===== config.mk =====
export PLATFORM = sky130hd
export DESIGN_NAME = detection_stats_window_average_flat
export DESIGN_NICKNAME = d
export VERILOG_FILES = /design/src/hw/rtl/dswa_pkg.sv /design/src/hw/rtl/dswa_if.sv /design/src/hw/rtl/dswa_div.sv /design/src/hw/rtl/detection_stats_window_average.sv /design/src/flat_wrapper.sv
export SDC_FILE = /design/constraint.sdc
export NUM_CORES = 2
export LEC_CHECK = 0
export BUFFER_PORTS_ARGS = -buffer_cell sky130_fd_sc_hd__buf_2
export CAP_MARGIN = 20
export CORE_UTILIZATION = 50
export DETAILED_ROUTE_END_ITERATION = 6
export PLACE_DENSITY = 0.7
export SLEW_MARGIN = 30
export SYNTH_ARGS = -nofsm -noshare
export SYNTH_HDL_FRONTEND = slang
export SYNTH_SLANG_ARGS = --single-unit
export TNS_END_PERCENT = 20

===== constraint.sdc =====
create_clock -name clk -period 18.1 [get_ports clk]
set_input_delay 0 -clock clk [delete_from_list [all_inputs] [get_ports clk]]
set_output_delay 0 -clock clk [all_outputs]
set_load 0.005 [all_outputs]

===== src/hw/rtl/dswa_pkg.sv =====
// Shared constants, codes and types for the detection statistics window average block.
`timescale 1ns / 1ps

package dswa_pkg;

  localparam int WINDOW_DEPTH = 50;
  localparam int WIDTH_BITS   = 10;

  localparam int CNT_W   = 32;
  localparam int CODE_W  = 3;
  localparam int MODE_W  = 2;
  localparam int SCALE_W = 16;
  localparam int SUM_W   = 42;
  localparam int FRAC_W  = 4;
  localparam int MEAN_W  = 14;
  localparam int FOCAL_W = 22;
  localparam int SCALE_FRAC_W = 8;
  localparam int PROD_W  = MEAN_W + SCALE_W;

  localparam int POS_W  = $clog2(WINDOW_DEPTH);
  localparam int FILL_W = $clog2(WINDOW_DEPTH + 1);
  localparam int RSUM_W = WIDTH_BITS + FILL_W;

  localparam int DIV_W  = SUM_W + FRAC_W;
  localparam int STEP_W = $clog2(MEAN_W);

  localparam int CFG_IDX_W  = 4;
  localparam int CFG_DATA_W = 16;

  localparam logic [MODE_W-1:0] MODE_COUNT = 2'd0;
  localparam logic [MODE_W-1:0] MODE_CUM   = 2'd1;
  localparam logic [MODE_W-1:0] MODE_WIN   = 2'd2;

  localparam logic [CODE_W-1:0] REASON_AREA = 3'd1;
  localparam logic [CODE_W-1:0] REASON_FILL = 3'd4;

  localparam logic [CFG_IDX_W-1:0] REG_MODE  = 4'd0;
  localparam logic [CFG_IDX_W-1:0] REG_SCALE = 4'd1;

  localparam logic [SCALE_W-1:0] SCALE_RESET = 16'd2560;
  localparam logic [MEAN_W-1:0]  MEAN_MAX    = {MEAN_W{1'b1}};

  typedef struct packed {
    logic              done;
    logic              hold;
    logic [MEAN_W-1:0] quot;
  } div_status_t;

endpackage


===== src/hw/rtl/dswa_if.sv =====
// Request channel interfaces: input item, result item and register write.
`timescale 1ns / 1ps

interface dswa_in_if;
  logic                           valid;
  logic                           ready;
  logic                           frame_valid;
  logic [dswa_pkg::WIDTH_BITS-1:0] width_pixels;
  logic [dswa_pkg::CODE_W-1:0]    reject_code;
  modport source (output valid, frame_valid, width_pixels, reject_code, input ready);
  modport sink   (input valid, frame_valid, width_pixels, reject_code, output ready);
endinterface

interface dswa_out_if;
  logic                         valid;
  logic                         ready;
  logic [dswa_pkg::CNT_W-1:0]   frames_seen;
  logic [dswa_pkg::CNT_W-1:0]   frames_valid;
  logic [dswa_pkg::CNT_W-1:0]   area_rejects;
  logic [dswa_pkg::CNT_W-1:0]   width_rejects;
  logic [dswa_pkg::CNT_W-1:0]   aspect_rejects;
  logic [dswa_pkg::CNT_W-1:0]   fill_rejects;
  logic [dswa_pkg::MEAN_W-1:0]  mean_width;
  logic [dswa_pkg::FOCAL_W-1:0] focal_pixels;
  logic [dswa_pkg::CNT_W-1:0]   width_samples;
  modport source (output valid, frames_seen, frames_valid, area_rejects, width_rejects,
                  aspect_rejects, fill_rejects, mean_width, focal_pixels, width_samples,
                  input ready);
  modport sink   (input valid, frames_seen, frames_valid, area_rejects, width_rejects,
                  aspect_rejects, fill_rejects, mean_width, focal_pixels, width_samples,
                  output ready);
endinterface

interface dswa_cfg_if;
  logic                            valid;
  logic                            ready;
  logic [dswa_pkg::CFG_IDX_W-1:0]  index;
  logic [dswa_pkg::CFG_DATA_W-1:0] data;
  modport source (output valid, index, data, input ready);
  modport sink   (input valid, index, data, output ready);
endinterface


===== src/hw/rtl/dswa_div.sv =====
// Serial divider for the Q.4 mean: floor(16 * num / den), saturated, held on zero divisor.
`timescale 1ns / 1ps

module dswa_div (
  input  logic                        clk,
  input  logic                        rst,
  input  logic                        start,
  input  logic [dswa_pkg::SUM_W-1:0]  num,
  input  logic [dswa_pkg::CNT_W-1:0]  den,
  output dswa_pkg::div_status_t       status
);

  typedef enum logic [1:0] {D_IDLE, D_CHECK, D_RUN} dstate_t;

  dstate_t                       state;
  logic [dswa_pkg::SUM_W-1:0]    num_q;
  logic [dswa_pkg::CNT_W-1:0]    den_q;
  logic [dswa_pkg::DIV_W-1:0]    rem;
  logic [dswa_pkg::DIV_W-1:0]    dsh;
  logic [dswa_pkg::MEAN_W-1:0]   quot;
  logic [dswa_pkg::STEP_W-1:0]   step;
  logic                          fits;
  logic [dswa_pkg::DIV_W-1:0]    den_limit;

  assign den_limit = dswa_pkg::DIV_W'(den_q) << (dswa_pkg::MEAN_W - dswa_pkg::FRAC_W);
  assign fits      = rem >= dsh;

  always_ff @(posedge clk) begin
    if (rst) begin
      state       <= D_IDLE;
      status.done <= 1'b0;
    end else begin
      unique case (state)
        D_IDLE: begin
          status.done <= 1'b0;
          if (start) begin
            num_q <= num;
            den_q <= den;
            state <= D_CHECK;
          end
        end
        D_CHECK: begin
          if (den_q == '0) begin
            status.done <= 1'b1;
            status.hold <= 1'b1;
            state       <= D_IDLE;
          end else if (dswa_pkg::DIV_W'(num_q) >= den_limit) begin
            status.done <= 1'b1;
            status.hold <= 1'b0;
            status.quot <= dswa_pkg::MEAN_MAX;
            state       <= D_IDLE;
          end else begin
            status.done <= 1'b0;
            rem   <= dswa_pkg::DIV_W'(num_q) << dswa_pkg::FRAC_W;
            dsh   <= dswa_pkg::DIV_W'(den_q) << (dswa_pkg::MEAN_W - 1);
            quot  <= '0;
            step  <= dswa_pkg::STEP_W'(dswa_pkg::MEAN_W - 1);
            state <= D_RUN;
          end
        end
        D_RUN: begin
          if (fits) begin
            rem <= rem - dsh;
          end
          dsh  <= dsh >> 1;
          quot <= {quot[dswa_pkg::MEAN_W-2:0], fits};
          step <= step - 1'b1;
          status.done <= (step == '0);
          if (step == '0) begin
            status.hold <= 1'b0;
            status.quot <= {quot[dswa_pkg::MEAN_W-2:0], fits};
            state       <= D_IDLE;
          end
        end
        default: begin
          status.done <= 1'b0;
          state       <= D_IDLE;
        end
      endcase
    end
  end

endmodule


===== src/hw/rtl/detection_stats_window_average.sv =====
// Top level: frame counters, width ring memory, mean sequencer and focal estimate.
//
//   channel  dir  request carries
//   in_ch    in   frame_valid, width_pixels, reject_code
//   out_ch   out  counters, mean_width, focal_pixels, width_samples
//   cfg      in   index (0 average_mode, 1 focal_scale), data
//
// One request at a time; a request that takes a width (cumulative or window mode)
// waits on the 14-step serial divider, which stops early when the mean saturates.
// The ring is read at accept and written back in the next cycle.
// Reset is synchronous; ring slots carry valid bits, so no clearing pass.
// The result waits in an output register; a new request is taken while it stalls.
`timescale 1ns / 1ps

module detection_stats_window_average (
  input logic       clk,
  input logic       rst,
  dswa_in_if.sink   in_ch,
  dswa_out_if.source out_ch,
  dswa_cfg_if.sink  cfg
);

  typedef enum logic [2:0] {S_IDLE, S_RING, S_START, S_WAIT, S_MUL, S_FOC, S_DONE} state_t;

  state_t                              state;
  logic [dswa_pkg::MODE_W-1:0]         average_mode;
  logic [dswa_pkg::SCALE_W-1:0]        focal_scale;
  logic [dswa_pkg::CNT_W-1:0]          frame_cnt;
  logic [dswa_pkg::CNT_W-1:0]          valid_cnt;
  logic [dswa_pkg::CNT_W-1:0]          rej_cnt [4];
  logic [dswa_pkg::SUM_W-1:0]          cum_sum;
  logic [dswa_pkg::CNT_W-1:0]          sample_cnt;
  logic [dswa_pkg::POS_W-1:0]          ring_pos;
  logic [dswa_pkg::RSUM_W-1:0]         ring_sum;
  logic [dswa_pkg::FILL_W-1:0]         ring_filled;
  logic [dswa_pkg::WINDOW_DEPTH-1:0]   slot_valid;
  logic [dswa_pkg::MEAN_W-1:0]         mean_reg;
  logic [dswa_pkg::FOCAL_W-1:0]        focal_reg;
  logic [dswa_pkg::WIDTH_BITS-1:0]     item_width;
  logic                                win_path;
  logic [dswa_pkg::SUM_W-1:0]          div_num;
  logic [dswa_pkg::CNT_W-1:0]          div_den;
  logic [dswa_pkg::PROD_W-1:0]         prod;
  logic                                out_valid;

  logic [dswa_pkg::WIDTH_BITS-1:0]     ring_mem [dswa_pkg::WINDOW_DEPTH];
  logic [dswa_pkg::WIDTH_BITS-1:0]     ring_rdata;
  logic                                ring_we;

  logic                                in_acc;
  logic                                take_width;
  logic [dswa_pkg::SUM_W-1:0]          cum_sum_next;
  logic [dswa_pkg::CNT_W-1:0]          sample_cnt_next;
  logic [dswa_pkg::WIDTH_BITS-1:0]     old_width;
  logic [dswa_pkg::RSUM_W-1:0]         ring_sum_next;
  logic [dswa_pkg::FILL_W-1:0]         ring_filled_next;
  logic [dswa_pkg::POS_W-1:0]          ring_pos_next;
  logic [1:0]                          rej_idx;
  logic                                rej_hit;
  logic                                out_free;
  dswa_pkg::div_status_t               div_st;

  assign in_ch.ready = (state == S_IDLE);
  assign cfg.ready   = 1'b1;
  assign in_acc      = in_ch.valid && in_ch.ready;
  assign out_free    = !out_valid || out_ch.ready;
  assign out_ch.valid = out_valid;

  assign take_width = in_ch.frame_valid && (in_ch.width_pixels != '0) &&
                      ((average_mode == dswa_pkg::MODE_CUM) ||
                       (average_mode == dswa_pkg::MODE_WIN));
  assign cum_sum_next    = cum_sum + dswa_pkg::SUM_W'(in_ch.width_pixels);
  assign sample_cnt_next = sample_cnt + 1'b1;
  assign rej_hit = !in_ch.frame_valid && (in_ch.reject_code >= dswa_pkg::REASON_AREA) &&
                   (in_ch.reject_code <= dswa_pkg::REASON_FILL);
  assign rej_idx = 2'(in_ch.reject_code - dswa_pkg::REASON_AREA);

  assign old_width        = slot_valid[ring_pos] ? ring_rdata : '0;
  assign ring_sum_next    = ring_sum - dswa_pkg::RSUM_W'(old_width)
                            + dswa_pkg::RSUM_W'(item_width);
  assign ring_filled_next = ring_filled + dswa_pkg::FILL_W'(old_width == '0);
  assign ring_pos_next    = (ring_pos == dswa_pkg::POS_W'(dswa_pkg::WINDOW_DEPTH - 1)) ?
                            '0 : ring_pos + 1'b1;
  assign ring_we          = (state == S_RING);

  always_ff @(posedge clk) begin
    if (ring_we) begin
      ring_mem[ring_pos] <= item_width;
    end
    ring_rdata <= ring_mem[ring_pos];
  end

  dswa_div u_div (
    .clk    (clk),
    .rst    (rst),
    .start  (state == S_START),
    .num    (div_num),
    .den    (div_den),
    .status (div_st)
  );

  always_ff @(posedge clk) begin
    if (rst) begin
      state        <= S_IDLE;
      average_mode <= dswa_pkg::MODE_WIN;
      focal_scale  <= dswa_pkg::SCALE_RESET;
      frame_cnt    <= '0;
      valid_cnt    <= '0;
      for (int i = 0; i < 4; i++) rej_cnt[i] <= '0;
      cum_sum      <= '0;
      sample_cnt   <= '0;
      ring_pos     <= '0;
      ring_sum     <= '0;
      ring_filled  <= '0;
      slot_valid   <= '0;
      mean_reg     <= '0;
      focal_reg    <= '0;
      out_valid    <= 1'b0;
    end else begin
      if (cfg.valid) begin
        unique case (cfg.index)
          dswa_pkg::REG_MODE: begin
            average_mode <= cfg.data[dswa_pkg::MODE_W-1:0];
          end
          dswa_pkg::REG_SCALE: begin
            focal_scale <= cfg.data[dswa_pkg::SCALE_W-1:0];
          end
          default: ;
        endcase
      end
      if (out_valid && out_ch.ready && state != S_DONE) begin
        out_valid <= 1'b0;
      end
      unique case (state)
        S_IDLE: begin
          if (in_acc) begin
            item_width <= in_ch.width_pixels;
            frame_cnt  <= frame_cnt + 1'b1;
            if (in_ch.frame_valid) begin
              valid_cnt <= valid_cnt + 1'b1;
            end
            if (rej_hit) begin
              rej_cnt[rej_idx] <= rej_cnt[rej_idx] + 1'b1;
            end
            win_path <= average_mode == dswa_pkg::MODE_WIN;
            if (take_width) begin
              cum_sum    <= cum_sum_next;
              sample_cnt <= sample_cnt_next;
              div_num    <= cum_sum_next;
              div_den    <= sample_cnt_next;
              state      <= (average_mode == dswa_pkg::MODE_WIN) ? S_RING : S_START;
            end else begin
              state <= S_DONE;
            end
          end
        end
        S_RING: begin
          slot_valid[ring_pos] <= 1'b1;
          ring_sum    <= ring_sum_next;
          ring_filled <= ring_filled_next;
          ring_pos    <= ring_pos_next;
          div_num     <= dswa_pkg::SUM_W'(ring_sum_next);
          div_den     <= dswa_pkg::CNT_W'(ring_filled_next);
          state       <= S_START;
        end
        S_START: state <= S_WAIT;
        S_WAIT: begin
          if (div_st.done) begin
            if (!div_st.hold) begin
              mean_reg <= div_st.quot;
            end
            state <= win_path ? S_MUL : S_DONE;
          end
        end
        S_MUL: begin
          prod  <= dswa_pkg::PROD_W'(mean_reg) * dswa_pkg::PROD_W'(focal_scale);
          state <= S_FOC;
        end
        S_FOC: begin
          focal_reg <= prod[dswa_pkg::SCALE_FRAC_W +: dswa_pkg::FOCAL_W];
          state     <= S_DONE;
        end
        S_DONE: begin
          if (out_free) begin
            out_valid             <= 1'b1;
            out_ch.frames_seen    <= frame_cnt;
            out_ch.frames_valid   <= valid_cnt;
            out_ch.area_rejects   <= rej_cnt[0];
            out_ch.width_rejects  <= rej_cnt[1];
            out_ch.aspect_rejects <= rej_cnt[2];
            out_ch.fill_rejects   <= rej_cnt[3];
            out_ch.mean_width     <= mean_reg;
            out_ch.focal_pixels   <= focal_reg;
            out_ch.width_samples  <= sample_cnt;
            state                 <= S_IDLE;
          end
        end
        default: state <= S_IDLE;
      endcase
    end
  end

`ifndef SYNTHESIS
  a_fill_bound: assert property (@(posedge clk) disable iff (rst)
    ring_filled <= dswa_pkg::FILL_W'(dswa_pkg::WINDOW_DEPTH))
    else $error("ring fill count beyond window depth");

  a_pos_bound: assert property (@(posedge clk) disable iff (rst)
    ring_pos <= dswa_pkg::POS_W'(dswa_pkg::WINDOW_DEPTH - 1))
    else $error("ring position out of range");

  a_one_request: assert property (@(posedge clk) disable iff (rst)
    in_acc |=> !in_ch.ready)
    else $error("second request taken while one is in work");

  a_div_window: assert property (@(posedge clk) disable iff (rst)
    (state == S_WAIT && div_st.done && win_path) |-> !div_st.hold)
    else $error("window mean held with a filled ring");
`endif

endmodule


===== src/flat_wrapper.sv =====
// flat-port wrapper written by rule: the top's interface ports become plain ports
module detection_stats_window_average_flat 
  (clk, rst, in_ch_valid, in_ch_frame_valid, in_ch_width_pixels, in_ch_reject_code, in_ch_ready, out_ch_valid, out_ch_frames_seen, out_ch_frames_valid, out_ch_area_rejects, out_ch_width_rejects, out_ch_aspect_rejects, out_ch_fill_rejects, out_ch_mean_width, out_ch_focal_pixels, out_ch_width_samples, out_ch_ready, cfg_valid, cfg_index, cfg_data, cfg_ready);
  dswa_in_if in_ch_i ();
  dswa_out_if out_ch_i ();
  dswa_cfg_if cfg_i ();
  input logic clk;
  input logic rst;
  input wire logic [$bits(in_ch_i.valid)-1:0] in_ch_valid;
  input wire logic [$bits(in_ch_i.frame_valid)-1:0] in_ch_frame_valid;
  input wire logic [$bits(in_ch_i.width_pixels)-1:0] in_ch_width_pixels;
  input wire logic [$bits(in_ch_i.reject_code)-1:0] in_ch_reject_code;
  output wire logic [$bits(in_ch_i.ready)-1:0] in_ch_ready;
  output wire logic [$bits(out_ch_i.valid)-1:0] out_ch_valid;
  output wire logic [$bits(out_ch_i.frames_seen)-1:0] out_ch_frames_seen;
  output wire logic [$bits(out_ch_i.frames_valid)-1:0] out_ch_frames_valid;
  output wire logic [$bits(out_ch_i.area_rejects)-1:0] out_ch_area_rejects;
  output wire logic [$bits(out_ch_i.width_rejects)-1:0] out_ch_width_rejects;
  output wire logic [$bits(out_ch_i.aspect_rejects)-1:0] out_ch_aspect_rejects;
  output wire logic [$bits(out_ch_i.fill_rejects)-1:0] out_ch_fill_rejects;
  output wire logic [$bits(out_ch_i.mean_width)-1:0] out_ch_mean_width;
  output wire logic [$bits(out_ch_i.focal_pixels)-1:0] out_ch_focal_pixels;
  output wire logic [$bits(out_ch_i.width_samples)-1:0] out_ch_width_samples;
  input wire logic [$bits(out_ch_i.ready)-1:0] out_ch_ready;
  input wire logic [$bits(cfg_i.valid)-1:0] cfg_valid;
  input wire logic [$bits(cfg_i.index)-1:0] cfg_index;
  input wire logic [$bits(cfg_i.data)-1:0] cfg_data;
  output wire logic [$bits(cfg_i.ready)-1:0] cfg_ready;
  assign in_ch_i.valid = in_ch_valid;
  assign in_ch_i.frame_valid = in_ch_frame_valid;
  assign in_ch_i.width_pixels = in_ch_width_pixels;
  assign in_ch_i.reject_code = in_ch_reject_code;
  assign in_ch_ready = in_ch_i.ready;
  assign out_ch_valid = out_ch_i.valid;
  assign out_ch_frames_seen = out_ch_i.frames_seen;
  assign out_ch_frames_valid = out_ch_i.frames_valid;
  assign out_ch_area_rejects = out_ch_i.area_rejects;
  assign out_ch_width_rejects = out_ch_i.width_rejects;
  assign out_ch_aspect_rejects = out_ch_i.aspect_rejects;
  assign out_ch_fill_rejects = out_ch_i.fill_rejects;
  assign out_ch_mean_width = out_ch_i.mean_width;
  assign out_ch_focal_pixels = out_ch_i.focal_pixels;
  assign out_ch_width_samples = out_ch_i.width_samples;
  assign out_ch_i.ready = out_ch_ready;
  assign cfg_i.valid = cfg_valid;
  assign cfg_i.index = cfg_index;
  assign cfg_i.data = cfg_data;
  assign cfg_ready = cfg_i.ready;
  detection_stats_window_average u_core (.clk(clk), .rst(rst), .in_ch(in_ch_i), .out_ch(out_ch_i), .cfg(cfg_i));
endmodule

======== Word-level counts from Yosys, hierarchy flattened ========
Memory sizes are Yosys's and may differ from the RTL's. A register that Yosys moved wholly into a read port is not among the register bits.
Index checks and enable logic that the tools add are counted.
word-level totals
  register bits ........................... 722
  bits in writable memories ............... 628
  output and inout port bits .............. 263
  logic and storage cells ................. 180
  memories kept ........................... 2
operators by class
  add/sub/neg operators ................... 12
  multipliers ............................. 1
  magnitude comparators ................... 6
  equality and inequality tests ........... 24
  mux-type cells .......................... 59
  bitwise operators ....................... 3
  reduce and logical (&&, ||, !) cells .... 39
memory list
  memory           depth  width  read ports  clocked after memory_dff  wr ports  RTL line                              RTL
  u_core.ring_mem  50     10     1           1                         1         detection_stats_window_average.sv:46  logic [dswa_pkg::WIDTH_BITS-1:0] ring_mem [dswa_pkg::WINDOW_DEPTH];
  u_core.rej_cnt   4      32     5           4                         4         detection_stats_window_average.sv:30  logic [dswa_pkg::CNT_W-1:0] rej_cnt [4];
operators by type and width
  operator                 number
  $mux W46                 5
  $pmux W46 S2             2
  $add A32 B1 Y32 const B  4
  $mux W32                 3
  $mux W42                 2
  $pmux W42 S2             1
  $pmux W32 S2             1
  $or A50 B50 Y50          1
  $ge A46 B46 Y1           1
  $sub A46 B46 Y46         1
  $add A42 B10 Y42         1
  $ge A42 B42 Y1           1
  $logic_not A32 Y1        1
  $reduce_or A32 Y1        1
  $mul A14 B16 Y30         1
  $mux W15                 2
  $pmux W15 S2             1
  $mux W13                 2
  $pmux W13 S2             1
  $pmux W3 S7              1
  $reduce_and A3 Y1        7
  $ne A2 B2 Y1 const B     9
  $add A16 B10 Y16         1
  $mux W1                  16
  42 further kinds         78

======== Depth between registers and ports, before layout ========
  word-level depth ........................ 10
  depth in mapped cells ................... 25

======== Hierarchy ========
Synthesis repeated with hierarchy kept, for this count alone.
unflattened totals
  cells, all modules ...................... 5300
  area, all modules ....................... 67397.1 µm²
modules (own cells, without submodules)
  module                          instances  cells an instance  area an instance (µm²)  sequential area each (µm²)
  detection_stats_window_average  1          4347               56352.8                 35564.1
  dswa_div                        1          953                11044.3                 5975.7

======== Worst setup path before layout ========
No wires, ideal clock.
  path type ............................... flip-flop to flip-flop
  from .................................... reg u_core.state[0]
  to ...................................... reg u_core.out_ch.area_rejects[0] (netlist: out_ch_area_rejects[0]), read port of u_core.rej_cnt (enable)
  data arrival time ....................... 18.405 ns
  required time ........................... 16.901 ns
  setup slack ............................. -1.505 ns
  cell stages (with the launch flop) ...... 5
  period minus slack after synthesis ...... 19.605 ns
  path through ............................ dfxtp_1 > clkbuf_1 > inv_2 > nand2_1 > nor3_1
on the way
  cells in the longest elaborated chain, start to end .. 2
ends and longest elaborated chain
  element                      RTL line                               RTL
  start: declaration           detection_stats_window_average.sv:25   state_t state;
  start signal: assignment     detection_stats_window_average.sv:151  state <= (average_mode == dswa_pkg::MODE_WIN) ? S_RING : S_START;
  start signal: assignment     detection_stats_window_average.sv:172  state <= win_path ? S_MUL : S_DONE;
  $eq A3 B3 Y1                 detection_stats_window_average.sv:134  unique case (state)
  $reduce_and A3 Y1 (no line)  -
  end: declaration             dswa_if.sv:26                          modport source (output valid, frames_seen, frames_valid, area_rejects, width_rejects,
Every way passes these cells.
A chain may end at the register's enable or synchronous reset.

======== Worst setup path in the final report ========
  from .................................... reg u_core.mean_reg[6] (netlist name)
  to ...................................... reg u_core.prod[26] (netlist name) (data pin)
on the way
  cells in the longest elaborated chain, start to end .. 1
ends and longest elaborated chain
  element                   RTL line                               RTL
  start: declaration        detection_stats_window_average.sv:37   logic [dswa_pkg::MEAN_W-1:0] mean_reg;
  start signal: assignment  detection_stats_window_average.sv:170  mean_reg <= div_st.quot;
  $mul A14 B16 Y30          detection_stats_window_average.sv:176  prod <= dswa_pkg::PROD_W'(mean_reg) * dswa_pkg::PROD_W'(focal_scale);
  end signal: assignment    detection_stats_window_average.sv:176
  end: declaration          detection_stats_window_average.sv:43   logic [dswa_pkg::PROD_W-1:0] prod;
Every way passes these cells.

==> results by group <==
Finish
  • Post-layout util: 0.572
  • Fraction of layout cells with a size suffix above 1: 0.133
  • Max reg flops: 500
  • Most frequent cells in the layout: edfxtp_1 (1192), nor2_1 (549), nand2_1 (451), inv_1 (358), buf_2 (299)
  • Commonest non-fill, non-tap cell in the layout: edfxtp_1
  • Area grow syn2layout: 13.6%
  • Final nets: 6118
  • Filler Cells Inserted: roughly 11k
  • Largest registers: u_core.ring_mem (500), u_core.rej_cnt (128), u_core.slot_valid (50)
  • Reg with most FFs: u_core.ring_mem

Placement
  • Port bufs: 300
  • Routability cong.: ~0.87
  • HPWL Detailed: between 100000 and 150000 um

Clock network
  • CTS tree: built
  • Clock transition at path regs: about 0.060 ns
  • CTS Root Buffer Type: clkbuf_16
  • CTS H-tree lvls: 4
  • Clock sinks: 1479
  • Post-CTS setup buffers: 0
  • Clock tree buffer depth: 3
  • CTS buffer count: 150
  • Worst skew pair latency: 0.81 ns

STA
  • Worst-Margin Slew: 1.06 ns
  • Final setup viols: 0
  • Max-slew headroom: 0.297
  • RSZ-0062 raised after global routing: no
  • Fin crit share: 0.399
  • Setup_tns: 0 ns
  • Fmax: around 0.14 GHz
  • Final max-slew violation count: 0
  • Crit path time final: 7.23 ns
  • Clock skew: between 0.04 and 0.05 ns
  • Final Hold Fails: 0

Synthesis
  • Mapped Area: roughly 0.067 mm^2
  • Mean Syn Cell Area: between 10 and 15 um^2
  • Number of synthesized flops with an enable pin: between 1k and 1.5k
  • Yosys Warn Count: 0
  • Syn Inst Count: between 5k and 6k
  • Syn_nets: between 5k and 6k
  • Yosys reg bits: 1479
  • Unique cell type count in the Yosys netlist: between 80 and 90
  • Prevailing post-synth register cell: edfxtp_1
  • Async S/R FF share, synth: 0
  • Sequential fraction of the synthesis area: 0.619

Floorplanning
  • Starting Density: 0.503
  • Die area: between 0.1 and 0.15 mm^2
  • # IOs: about 300
  • Height of the die: 368 um
  • Width of the die: 368 um
  • Core Footprint: 0.133 mm^2
  • Core Rows: 134

Routing
  • Vias: roughly 43k
  • Post-route ant nets: 0
  • Routed wire length: about 160000 um
  • DRC Markers: 0
  • DR WL/cell: roughly 21 um
  • DRC marker count from the first detailed-route iteration: between 3k and 4k
  • Pre-Repair DR Iteration Count: 6
  • Vias per cell: 5.66

Status
  • Outcome: finished, final reports clean

Power
  • P_sw: just under 2000 uW
  • Comb pwr share: 0.111
  • Clock share of power: 0.395
  • Internal power: just under 6000 uW
  • Pwr Total: a little under 8000 uW
  • Static Leakage: 0.0277 uW
  • P per Cell Area: approximately 100 mW/mm^2
  • Max rail drop VDD: approximately 0.11 mV
  • Net Sw Frac: 0.248
  • Reg power frac: 0.494

Setup path
  • WS Path Type: reg2reg
  • Worst Path Max Fanout: 18
  • Worst EP arrival: 7.75 ns
  • Critical path capture point type: flop
  • Startpoint types: flop
  • CP required: about 19 ns

Global route
  • Overall Global Routing Usage: 0.237
  • Largest net degree at the start of global routing: 159
  • GR Overflow Total: 0
  • Initial antenna violation count: 7
  • First-pass GRT wire length: around 250000 um
  • Number of global-route vias before repair: 42.3k

Run
  • Max-cap violations: 0

Min path
  • Hold Path Class: in2reg
## critical path, stage by stage (launching register included)
cell and delay, ns:
dfxtp_1 0.85, nand2_1 0.17, fa_1 0.51, fa_1 0.51, inv_1 0.05, fa_1 0.48
fa_1 0.54, fa_1 0.57, inv_1 0.06, fa_1 0.53, inv_1 0.05, ha_1 0.33
a2111oi_0 0.60, and4b_1 0.35, o31ai_1 0.19, a41oi_1 0.58, o21ai_1 0.27, a21oi_1 0.25
xnor2_1 0.09
## cell type report
cell class / count / area, um^2 / share of cell area
Antenna cell: 2 / 5.00 / 0.0000656
Clock buffer: 195 / 4100 / 0.0537
Clock inverter: 84 / 897 / 0.0118
Inverter: 362 / 1360 / 0.0178
Multi-Input combinational cell: 3259 / 23400 / 0.307
Sequential cell: 1479 / 41500 / 0.545
Tap cell: 1768 / 2210 / 0.0290
Timing Repair Buffer: 441 / 2700 / 0.0354
## repair_timing
item                      CTS  global route
resized for setup           0             0
hold endpoints to repair  118             0
hold buffers               44             0
## through the flow
stage / cells / setup slack [ns] / hold WS, ns / instance area [um^2]
2_1_floorplan: 5346 / 6.63 / 0.0989 / 67100
3_3_place_gp: 7264 / 11.06 / 0.223 / 70700
3_5_place_dp: 7265 / 10.84 / 0.227 / 70800
4_1_cts: 7588 / 10.82 / 0.00273 / 76200
5_1_grt: 7589 / 10.56 / 0.0202 / 76200
6_report: 7590 / 10.87 / 0.0569 / 76200
## synth_stat cells, drive strengths merged (13+ instances only)
cell type  instances  share of area
nor3              60         0.0048
xor2             128          0.017
or3               71         0.0066
mux2              37         0.0062
fa               176          0.053
a21o              38         0.0043
a22o              36         0.0047
and3              44         0.0042
a21oi            238          0.018
buf               39         0.0028
dfxtp            287          0.086
mux4              33          0.011
o211ai            13         0.0015
a211oi            17         0.0019
o21ai            181          0.013
ha               210          0.039
and2             130          0.012
nand2b            47         0.0044
a31oi             26         0.0024
inv              360          0.020
o21a              19         0.0021
mux2i             31         0.0046
edfxtp          1192           0.53
a221oi            38         0.0050
nand2            452          0.025
nand3             76         0.0059
xnor2            131          0.017
nor4              26         0.0027
nor2b             32         0.0030
clkbuf           207          0.012
nand4             92         0.0086
a22oi            182          0.020
nor2             565          0.032
## path summary, 6_finish.rpt
path	from	cells after the start	endpoint	slack [ns]
min	cfg_index[1]	5	u_core.focal_scale[1]	0.06
min reg2reg	u_core.div_num[1]	0	u_core.u_div.num_q[1]	0.42
max reg2reg	u_core.mean_reg[6]	18	u_core.prod[26]	10.87
max	u_core.mean_reg[6]	18	u_core.prod[26]	10.87
## power by group through the flow
stage | clock network [uW] | registers [uW] | logic, uW
6_report | 3090 | 3870 | 865
5_1_grt | 3270 | 3880 | 951
4_1_cts | 3140 | 3870 | 860
3_5_place_dp | 0 | 3940 | 847
3_3_place_gp | 0 | 3930 | 829
2_1_floorplan | 0 | 3940 | 589
## layer usage
layer	part of all wire	GRT usage	wire length (um)	vias to the layer above
met3	0.076	0.0476	12300	312
met1	0.41	0.314	66300	21200
met4	0.034	0.0899	5510	6
met2	0.48	0.384	77100	1563
li1	-	-	-	19800
met5	0.00020	0	33	-
## cells by family (layout without fill, tap and decap cells)
family	after synthesis	count (layout)	synth area share
simple gates	1641	1641	0.115
flops	1479	1479	0.619
compound gates	871	871	0.0841
buf+inv	608	1082	0.0347
fa+ha+maj	386	386	0.0917
xor+xnor	259	259	0.0339
mux	101	101	0.0219
other cells	1	3	0.0000559
Note: power is estimated with default switching activity, not from simulation.
